[config.mk]
export PLATFORM = sky130hd
export DESIGN_NAME = lphm_ram
export DESIGN_NICKNAME = d
export VERILOG_FILES = /design/src/rtl/lphm_ram.sv
export SDC_FILE = /design/constraint.sdc
export NUM_CORES = 2
export LEC_CHECK = 0
export BUFFER_PORTS_ARGS = -buffer_cell sky130_fd_sc_hd__buf_2
export CAP_MARGIN = 5
export CORE_ASPECT_RATIO = 0.7
export CORE_MARGIN = 4
export CORE_UTILIZATION = 57
export CTS_BUF_LIST = sky130_fd_sc_hd__clkbuf_16
export CTS_CLUSTER_DIAMETER = 40
export DETAILED_ROUTE_END_ITERATION = 16
export MAX_ROUTING_LAYER = met4
export PLACE_DENSITY_LB_ADDON = 0.3
export SLEW_MARGIN = 25
export SYNTH_ARGS = -nofsm -noshare
export SYNTH_HDL_FRONTEND = slang
export SYNTH_SLANG_ARGS = --single-unit
[constraint.sdc]
create_clock -name clock -period 2.6 [get_ports clock]
set_clock_uncertainty 0.2 [all_clocks]
set_input_delay 0.39 -clock clock [delete_from_list [all_inputs] [get_ports clock]]
set_output_delay 0.39 -clock clock [all_outputs]
set_load 0.05 [all_outputs]
[src/rtl/lphm_ram.sv]
// Generic single-port RAM with registered read.
// No dependencies.
module lphm_ram #(
   parameter int WIDTH = 8,
   parameter int DEPTH = 256
) (
   input  logic clock,
   input  logic wr_en,
   input  logic [$clog2(DEPTH)-1:0] addr,
   input  logic [WIDTH-1:0] wr_data,
   output logic [WIDTH-1:0] rd_data
);
   logic [WIDTH-1:0] mem [DEPTH];
   always_ff @(posedge clock) begin
      if (wr_en) begin
         mem[addr] <= wr_data;
      end
      rd_data <= mem[addr];
   end
endmodule

==> flow_summary.json <==
{
  "placed_cells": 5812,
  "cellLeakagePower_nw": 29.7,
  "die_h_um": 318,
  "track_usage": 0.281,
  "die-area_sq_um": 144000,
  "grt_pass1_wl_mm": 284,
  "critPathMaxFanout": 16,
  "totalPowerFinal_mw": 67.2,
  "final_nets": 4187,
  "die_w_um": 452,
  "antenna_left": 0,
  "vias": 40200,
  "vias_per_cell": 6.52,
  "setup_ws_ps": 32.8,
  "place_hpwl_mm": 123,
  "hold_viol_final": 0,
  "area_growth_pct": 18.6,
  "htreeDepth": 4,
  "critPathLaunchType": "input port",
  "gp_congestion": 0.885,
  "slowest_delay_ps": 570,
  "portBuffers": 25,
  "utilization": 0.684,
  "drive_gt1_frac": 0.362,
  "critical-path-slowest-cell": "mux4_2",
  "tightest_slew_ps": 974,
  "cap_violations": 0,
  "clock_latency_ps": 820,
  "status": "finished clean",
  "relSlewSlack": 0.348,
  "clock_sinks": 2056,
  "cts_buffers": 187,
  "min_period_ps": 2570,
  "tns_ps": 0,
  "yosysSeqAreaShare": 0.786,
  "ys_top_cells_by_area": "edfxtp_1, mux4_2, a22oi_1",
  "cp.required_ps": 3090,
  "drtIter0Drc": 6062,
  "end_kind": "flip-flop",
  "stdcell_count": 6155,
  "worst-setup-path-type": "in -> reg",
  "ys_ff_latch": 2056,
  "synthCells": 3547,
  "yosysWarnings": 0,
  "finalCritPeriodShare": 0.987,
  "root_buffer": "clkbuf_16",
  "synthArstFlopShare": 0,
  "max-vdd-ir-drop_mv": 0.590,
  "holdWs_ps": 92.5,
  "drt_pre_antenna_iters": 5,
  "io_pins": 26,
  "antenna_found_initial": 8,
  "yosys-top-cells-count": "edfxtp_1, mux4_2, a22oi_1",
  "grt_pass1_vias": 40400,
  "timing.fmax_ghz": 0.390,
  "place_area_sq_um": 86900,
  "cts_tree": "done",
  "wl_per_cell_um": 31.3,
  "clock_path_buffers": 3,
  "drc": 0,
  "rsz0062_at_grt": "false",
  "syn_avg_cell_area_sq_um": 22.1,
  "start_util": 0.576,
  "synth_most_common_cell": "edfxtp_1",
  "preCtsSetupSlack_ps": -1210,
  "fp-row-count": 113,
  "grt_max_degree": 94,
  "drv_slew": 0,
  "synth_top_flop_cell": "edfxtp_1",
  "setup_viol": 0,
  "hold_class": "in -> reg",
  "cellPowerDensity_nw_per_um2": 722,
  "synth-edff-count": 2048,
  "worstPathCellList": "buf_8 -> buf_12 -> buf_12 -> buf_16 -> mux4_2 -> a22oi_2 -> a21oi_2 -> o41ai_4 -> buf_4 -> nand4_1",
  "post_cts_buffers": 0,
  "wirelength_mm": 193,
  "synth_top_area_share": 0.783,
  "path_common_cell": "buf_12",
  "arrival_ps": 3060,
  "synth_area_leader_cell": "edfxtp_1",
  "synth_cell_types": 22,
  "grt_overflow": 0,
  "core_sq_um": 136000,
  "path_clk_slew_ps": 60,
  "fin_area_sq_um": 93100,
  "syn-num-nets": 3565,
  "syn_area_sq_um": 78500
}
==> what timing repair did <==
action                                  4_1_cts  5_1_grt
endpoints found under the setup margin        7        6
hold buffers                                  8        0
hold endpoints to repair                    403        0
gates cloned                                  0        0
gates resized for setup                      11       12
pin swaps                                     0        3
==> metal layers <==
metal | routed length [um] | vias up | part of all wire | track usage
met3 | 22400 | 351 | 0.12 | 0.0615
met5 | 0 | - | 0 | -
li1 | - | 16300 | - | -
met4 | 5150 | 0 | 0.027 | 0.0755
met2 | 88800 | 2433 | 0.46 | 0.402
met1 | 76200 | 21000 | 0.40 | 0.419
==> layout make-up <==
type | count | area, sq um
Antenna cell | 4 | 10.0
Clock buffer | 192 | 4800
Clock inverter | 139 | 1150
Fill cell | 8109 | 43100
Inverter | 1 | 3.75
Multi-Input combinational cell | 1258 | 16500
Sequential cell | 2056 | 61700
Tap cell | 1840 | 2300
Timing Repair Buffer | 665 | 6690
==> critical path: cells and delay by family <==
family	cells	cell delay, ps
compound gates	3	980
mux	1	570
simple gates	1	90
buf+inv	5	950
==> power breakdown <==
| part | internal, mW | switching, mW |
|---|---|---|
| sequential | 36.5 | 0.0571 |
| combinational | 1.49 | 2.20 |
| clock | 15.1 | 11.9 |
==> logic make-up after synthesis <==
kind of cell / synth area share
mux: 0.147
flops: 0.786
compound gates: 0.0362
simple gates: 0.0173
buf+inv: 0.0140
==> state kept, by name (all words and copies together) (netlist names) <==
register,flops
mem,2048
rd_data,8
==> final timing paths <==
check                             start            endpoint  slack [ps]  cells after the start
setup / recovery                addr[0]  rd_data[6]$_DFF_P_          30                     10
hold / removal                  addr[6]  rd_data[2]$_DFF_P_          90                      6
setup reg to reg  mem[108][0]$_DFFE_PP_  rd_data[0]$_DFF_P_          40                      6
hold reg to reg     mem[5][0]$_DFFE_PP_  rd_data[0]$_DFF_P_         780                      5
==> layout by cell type (no fill, tap or decap), types with 5 or more instances in the layout <==
cell	synthesis	layout
a21oi_1	128	126
a22oi_1	256	250
a22oi_2	0	6
buf_12	0	130
buf_2	36	15
buf_4	16	501
buf_8	0	8
bufinv_16	0	17
clkbuf_16	0	192
clkinv_1	0	26
clkinv_2	0	30
clkinvlp_4	0	8
dfxtp_1	8	8
dlygate4sd3_1	0	8
edfxtp_1	2048	2048
inv_1	1	43
inv_6	0	7
mux4_2	512	512
nand2_1	28	25
nand3_1	13	9
nand4_1	8	8
nor2_1	232	140
nor2_2	0	39
nor2_4	0	53
nor2b_1	7	5
nor3_1	30	30
o41ai_1	32	18
o41ai_2	0	10
(Power assumes the default switching activity.)
