$ cat config.mk
export PLATFORM = sky130hd
export DESIGN_NAME = lphm_hash
export DESIGN_NICKNAME = d
export VERILOG_FILES = /design/src/rtl/lphm_pkg.sv /design/src/rtl/lphm_hash.sv
export SDC_FILE = /design/constraint.sdc
export NUM_CORES = 1
export LEC_CHECK = 0
export CORE_UTILIZATION = 40
export DETAILED_ROUTE_END_ITERATION = 10
export DONT_BUFFER_PORTS = 1
export PLACE_DENSITY = 0.58
export SLEW_MARGIN = 20
export SYNTH_ARGS = -nofsm -noshare
export SYNTH_HDL_FRONTEND = slang
export SYNTH_SLANG_ARGS = --single-unit
export TNS_END_PERCENT = 1
$ cat constraint.sdc
create_clock -name clock -period 5.5 [get_ports clock]
set_clock_uncertainty 0.1 [all_clocks]
set_input_delay 0.275 -clock clock [delete_from_list [all_inputs] [get_ports clock]]
set_output_delay 0.275 -clock clock [all_outputs]
set_load 0.05 [all_outputs]
$ cat src/rtl/lphm_pkg.sv
// Package for the linear probe hash map: types, codes, sizes, hash constants.
// No dependencies.
package lphm_pkg;
   localparam int SLOTS_DEF = 256;
   localparam int VALUE_BITS_DEF = 32;
   localparam int KEY_BITS = 64;
   localparam logic [31:0] FNV_OFFSET = 32'd2166136261;
   localparam logic [31:0] FNV_PRIME = 32'd16777619;

   typedef enum logic [1:0] {OP_SET = 2'd0, OP_GET = 2'd1, OP_REMOVE = 2'd2,
                             OP_NOP = 2'd3} op_type;
   typedef enum logic [1:0] {ST_OK = 2'd0, ST_MISS = 2'd1, ST_FULL = 2'd2,
                             ST_RSVD = 2'd3} status_type;
   typedef enum logic [1:0] {MARK_EMPTY = 2'd0, MARK_LIVE = 2'd1, MARK_TOMB = 2'd2,
                             MARK_RSVD = 2'd3} mark_type;
   typedef enum logic [2:0] {S_IDLE, S_HASH, S_READ, S_CHECK, S_WRITE, S_RESP,
                             S_CLEAR} state_type;
endpackage

$ cat src/rtl/lphm_hash.sv
// Byte-serial FNV-1a hash unit: one xor and multiply per cycle.
// Depends on lphm_pkg.
module lphm_hash (
   input  logic clock,
   input  logic start,
   input  logic [lphm_pkg::KEY_BITS-1:0] key,
   output logic done,
   output logic [31:0] hash
);
   logic [31:0] hash_ff, hash_in;
   logic [lphm_pkg::KEY_BITS-1:0] key_ff, key_in;
   logic [3:0] cnt_ff, cnt_in;
   logic [31:0] mixed;

   assign mixed = hash_ff ^ {24'd0, key_ff[7:0]};

   always_comb begin
      hash_in = hash_ff;
      key_in = key_ff;
      cnt_in = cnt_ff;
      if (start) begin
         hash_in = lphm_pkg::FNV_OFFSET;
         key_in = key;
         cnt_in = 4'd8;
      end else if (cnt_ff != 4'd0) begin
         // advance one byte, least significant first
         hash_in = 32'(mixed * lphm_pkg::FNV_PRIME);
         key_in = key_ff >> 8;
         cnt_in = cnt_ff - 4'd1;
      end
   end

   always_ff @(posedge clock) begin
      hash_ff <= hash_in;
      key_ff <= key_in;
      cnt_ff <= cnt_in;
   end

   assign done = (cnt_ff == 4'd1);
   assign hash = hash_in;
endmodule

==> results of run 1 <==
how the worst max path moves through the flow:
stage	from	end	slack [ns]	depth (start not counted)
6_report	key_ff[5]$_DFFE_PP_	hash[28]	-0.69	20
5_1_grt	hash_ff[5]$_DFF_P_	hash[28]	-0.88	20
4_1_cts	key_ff[5]$_DFFE_PP_	hash[28]	-0.76	19
3_5_place_dp	key_ff[4]$_DFFE_PP_	hash[28]	-0.58	19
3_3_place_gp	key_ff[7]$_DFFE_PP_	hash[24]	-0.49	20
2_1_floorplan	key_ff[7]$_DFFE_PP_	hash[20]	-0.38	19
registers in the layout, summed over array words and instances (netlist names):
register and cells:
cnt_ff 4, hash_ff 32, key_ff 64
through the flow:
| stage | hold WS (ns) | setup TNS, ns |
|---|---|---|
| 6_report | 0.009948 | -8.435 |
| 3_3_place_gp | 0.2529 | -5.995 |
| 5_1_grt | 0.0006556 | -14.71 |
| 2_1_floorplan | 0.3788 | -5.067 |
| 3_5_place_dp | 0.2580 | -7.552 |
| 4_1_cts | 0.00001965 | -8.588 |
what timing repair did:
action                                  4_1_cts  5_1_grt
endpoints found under the setup margin       33       36
hold endpoints to repair                      6        0
pin swaps                                    70       18
setup buffers                                10        0
hold buffers                                  3        0
gates resized for setup                      64       16
worst reg2reg max path: cells and delay by family, from the launching register on:
kind	cells	cell delay [ns]
adders and majority gates	8	2.73
buffers and inverters	3	0.25
and+or+nand+nor	3	0.36
xor gates and xnor gates	2	0.36
DFF	1	0.45
AOI/OAI and AO/OA	4	1.30
cell type report:
cell class              count  share of cell area
multi-input cells         593              0.5727
flip-flops and latches    100              0.2212
inverters                 162             0.05090
repair buffers            133             0.09615
well taps                 319             0.03341
clock buffers               9             0.01885
clock inverters             7            0.006808
per-layer routing:
layer | up-vias | track usage | share of wire
li1 | 3231 | - | -
met5 | - | 0 | 0
met1 | 3159 | 0.2460 | 0.45
met2 | 99 | 0.3327 | 0.49
met3 | 18 | 0.03822 | 0.043
met4 | 0 | 0.04995 | 0.018
synthesized netlist by cell type (3+ instances only):
cell	n	area [um^2]
nand2_1	46	172.7
o21bai_1	3	22.52
edfxtp_1	64	1922
a21oi_1	32	160.2
nand4_1	4	25.02
nand3_1	10	50.05
nor2b_1	3	18.77
nor2_1	17	63.81
or3_1	5	31.28
o211ai_1	9	67.56
nor3b_1	3	22.52
fa_1	74	1481
a31oi_1	3	18.77
clkbuf_1	19	71.32
inv_1	162	608.1
and2_1	11	68.82
dfxtp_1	36	720.7
o31ai_1	3	22.52
nand2b_1	3	18.77
a211oi_1	7	52.55
ha_1	187	2340
and3_1	4	25.02
a21o_1	9	67.56
o21ai_0	10	50.05
xor2_1	30	262.8
xnor2_1	22	192.7
a211o_1	3	26.28
nor3_1	4	20.02
o21ai_1	5	25.02
mux2_2	56	630.6
cell families after synthesis:
family          count (synthesis)  share of synthesized area
compound gates                107                    0.07883
fa+ha+maj                     261                     0.3993
xor+xnor                       52                    0.04759
simple gates                  116                    0.05949
flops                         100                     0.2761
mux                            57                    0.06694
buf+inv                       182                    0.07177
==> metrics.txt, run 1 <==
first-pass GRT wire length=about 36000 um; vias in the first global route=~6800; Syn Inst Count=roughly 880; Via density=a little under 5; share of post-route cells with drive strength above 1=0.2928; Multi-input gate area=around 7000 um^2; I/O pin count=between 90 and 100; Max-Slew Margin vs Limit=0.2680; Worst Reg-to-Reg Cells=20; Final setup viols=24; Tightest Pin Transition=about 1.1 ns; Worst Hold Class=in2reg; Slew Viols, Final=0; Max-Cap Viols=0; clock buffer depth=2; pre-CTS WS=-0.5797 ns; most frequent cells in the layout=160 x ha_1, 155 x inv_1, 113 x buf_4; FF-to-FF Start=key_ff[5]$_DFFE_PP_; Critical Path RT=between 5 and 6 ns; crit-path max FO=6; Syn Area/Cell=10.94 um^2; Initial DRT Pass Iterations=4; R2R setup slack=-0.23 ns; f_max=161.5 MHz; status=complete, but fails checks; CP peak stage delay=0.55 ns; nets=about 1300; Clk pin slew, worst setup/hold paths=roughly 0.09 ns; final instance area=about 12000 um^2; Post-synth EDFFs=between 60 and 70; Initial Util=0.4077; RR Endpoint=hash_ff[28]$_DFF_P_; synthesis warning total=0; Period minus WS final=~6.2 ns; core area=around 23000 um^2; Antenna diodes=0; DRT iter0 DRCs=approximately 290; CP startpoint kind=flop; pin count of the biggest net entering global routing=87; clk sinks=100; RSZ-0062 raised after global routing=true; Net Count, Synth=around 1200; Arr. time, crit path=about 5.8 ns; hold endpoint=key_ff[57]$_SDFFCE_PN0P_; wire per inst=16.81 um; unique cell type count in the Yosys netlist=55; FP Rows=56; register area=2643 um^2; PnR worst setup slack=-0.6927 ns; CP Capture Type=output port; instance area at placement=roughly 11000 um^2; Die Span X=roughly 160 um; commonest non-fill, non-tap cell in the layout=ha_1; Filler cells=roughly 2100; H-tree levels=3; worst-path cell chain=xor2_2, ha_1, ha_4, fa_2, ha_4, fa_1, ha_1, inv_1, fa_1, inv_2, ha_4, nand4_1, buf_4, nor2_4, o211a_4, o221ai_4, o41a_1, nor2b_4, xor2_2, o31ai_4; HPWL after DPL=17690 um; remaining antenna violation count=0; Worst Min Path Start=key[57]; top_reg_cell synth=edfxtp_1; initial antenna violation count=0; Fin. Hold Viols=0; CTS tree=yes; root buf cell=clkbuf_16; CP Class=reg2out; die area=~25000 um^2; routability cong.=between 0.8 and 0.9; clk_lat worst skew=0.36 ns; vias=approximately 6500; async set-reset flop share out of synthesis=0; Port Buffers=0; cell depth of the worst hold path=1; Seq/Total Area, Yosys=0.2761; Die Height=between 150 and 200 um; routed wire length=22250 um; All-Layer GR Usage=0.1931; placed cell count=about 1300; Post-Syn Area=between 9000 and 10000 um^2; failing checks=setup timing; Top delay family on crit path=adder cells; overflow left after global routing=0; most used cell, CP=ha_4; CP max-delay cell=fa_2; final core utilization=0.5090; DRC errors left=0; number of synthesized register bits=100; period utilisation layout=1.126; Bufs and invs on worst path=3; CTS Buf Count=9; Area Growth Syn to Fin=24.83%; final cell count without fillers=1323
Power of run 1 is left out: the tool's default activity adds up to more than one toggle a clock period on the data nets, which glitch-free logic cannot reach.
==> inputs of run 2 (changes only) <==
- CTS_BUF_LIST: default -> sky130_fd_sc_hd__clkbuf_4 sky130_fd_sc_hd__clkbuf_8
==> metrics.txt, run 2 (synthesized netlist as in run 1, its figures left out) <==
routability cong.=0.8804 (unchanged); die area=24550 um^2 (unchanged); most used cell, CP=fa_1; Period minus WS final=6.224 ns (+0.03170 ns); core area=23470 um^2 (unchanged); Final setup viols=26 (+8.3%); Fin. Hold Viols=0 (unchanged); Die Span X=156.7 um (unchanged); FF-to-FF Start=key_ff[3]$_DFFE_PP_; FP Rows=56 (unchanged); Top delay family on crit path=adder cells; Bufs and invs on worst path=3 (unchanged); share of post-route cells with drive strength above 1=0.2788 (-0.01406); failing checks=setup timing; Initial DRT Pass Iterations=4 (unchanged); max FFs per register=64 (unchanged); most frequent cells in the layout=161 x ha_1, 155 x inv_1, 112 x buf_4; Slew Viols, Final=0 (unchanged); initial antenna violation count=0 (unchanged); overflow left after global routing=0 (unchanged); DRT iter0 DRCs=269 (-6.9%); root buf cell=clkbuf_8; CP Class=reg2out; Area Growth Syn to Fin=30.98%; period utilisation layout=1.132 (+0.005764); Antenna diodes=0 (unchanged); final core utilization=0.5341 (+0.02511); clk sinks=100 (unchanged); Arr. time, crit path=5.85 ns (+0.03 ns); Setup crit start=key_ff[3]$_DFFE_PP_; status=complete, but fails checks; H-tree levels=3 (unchanged); CTS tree=yes; nets=1391 (+4.9%); CP Capture Type=output port; pin count of the biggest net entering global routing=49 (-44%); routed wire length=23630 um (+6.2%); worst-path cell chain=xor2_2, ha_1, ha_4, fa_1, ha_2, fa_1, ha_1, inv_1, fa_1, inv_2, ha_4, nand4_1, buf_4, nor2_4, o211a_4, o221ai_4, o41a_1, nor2b_4, xor2_2, o31ai_4; I/O pin count=99 (unchanged); CP peak stage delay=0.54 ns (about the same); first-pass GRT wire length=37500 um (+5.2%); commonest non-fill, non-tap cell in the layout=ha_1; RSZ-0062 raised after global routing=true; f_max=160.7 MHz (-0.51%); crit-path max FO=4 (-2); biggest registers after layout=key_ff (64), hash_ff (32), cnt_ff (4); Multi-input gate area=6859 um^2 (+0.26%); Die Height=156.7 um (unchanged); Initial Util=0.4077 (unchanged); Worst Min Path Start=start; Port Buffers=0 (unchanged); Via density=4.959 (+0.82%); CP startpoint kind=flop; All-Layer GR Usage=0.2043 (+0.01120); Clk pin slew, worst setup/hold paths=0.11 ns (+0.02 ns); pre-CTS WS=-0.5797 ns (unchanged); Max-Cap Viols=0 (unchanged); CTS Buf Count=9 (unchanged); Critical Path RT=5.12 ns (about the same); remaining antenna violation count=0 (unchanged); PnR worst setup slack=-0.7244 ns (-0.03170 ns); Worst Hold Class=in2reg; Filler cells=2043 (-2.0%); Tightest Pin Transition=1.094 ns (+0.0006660 ns); wire per inst=17.03 um (+1.3%); register area=2643 um^2 (unchanged); HPWL after DPL=17690 um (unchanged); Max-Slew Margin vs Limit=0.2676 (-0.0004460); vias=6883 (+5.8%); clock buffer depth=2 (unchanged); Biggest register=key_ff; CP max-delay cell=fa_1; vias in the first global route=7115 (+4.9%); clk_lat worst skew=0.41 ns (+0.05 ns); DRC errors left=0 (unchanged)
-- run 2: metrics by stage --
step	area (um^2)	hold WS, ns	setup TNS, ns	std cells
CTS	12350	0.0006157	-9.807	1383
detailed placement	11060	0.2580	-7.552	1294
floorplan	9702	0.3788	-5.067	875
finish	12540	0.02868	-9.245	1388
global placement	11050	0.2529	-5.995	1294
global route	12540	0.005049	-15.64	1388
-- run 2: worst paths after layout --
kind / endpoint / slack, ns / cells past startpoint
worst max-delay path: hash[28] / -0.72 / 20
worst min-delay path: key_ff[0]$_DFFE_PP_ / 0.03 / 1
worst min register to register: cnt_ff[1]$_SDFFE_PP0N_ / 0.42 / 2
worst max register to register: hash_ff[28]$_DFF_P_ / -0.23 / 20
-- run 2: cell type report --
cell class                      count  area share
Multi-Input combinational cell    593      0.5472
Inverter                          162     0.04851
Tap cell                          319     0.03184
Timing Repair Buffer              198      0.1453
Clock buffer                        9    0.009881
Sequential cell                   100      0.2108
Clock inverter                      7    0.006488
-- run 2: worst register-to-register path, delay by kind of cell, from the launching register on --
kind | cells | cell delay [ns]
adders and majority gates | 8 | 2.68
DFF | 1 | 0.48
AOI/OAI and AO/OA | 4 | 1.30
xor gates and xnor gates | 2 | 0.37
and+or+nand+nor | 3 | 0.36
buffers and inverters | 3 | 0.26
-- run 2: per-layer routing --
metal  up-vias  GRT usage  share of wire
met5         -          0              0
met1      3393     0.2624           0.45
li1       3362          -              -
met2       110     0.3554           0.50
met3        18    0.03323          0.034
met4         0    0.05182          0.017
-- run 2: repair_timing --
| action | CTS | global route |
|---|---|---|
| pin swaps | 70 | 25 |
| gates resized for setup | 64 | 21 |
| hold buffers | 63 | 4 |
| setup endpoints to repair | 33 | 36 |
| buffers inserted | 10 | 1 |
| endpoints found under the hold margin | 72 | 6 |
Power of run 2 is left out for the same reason.
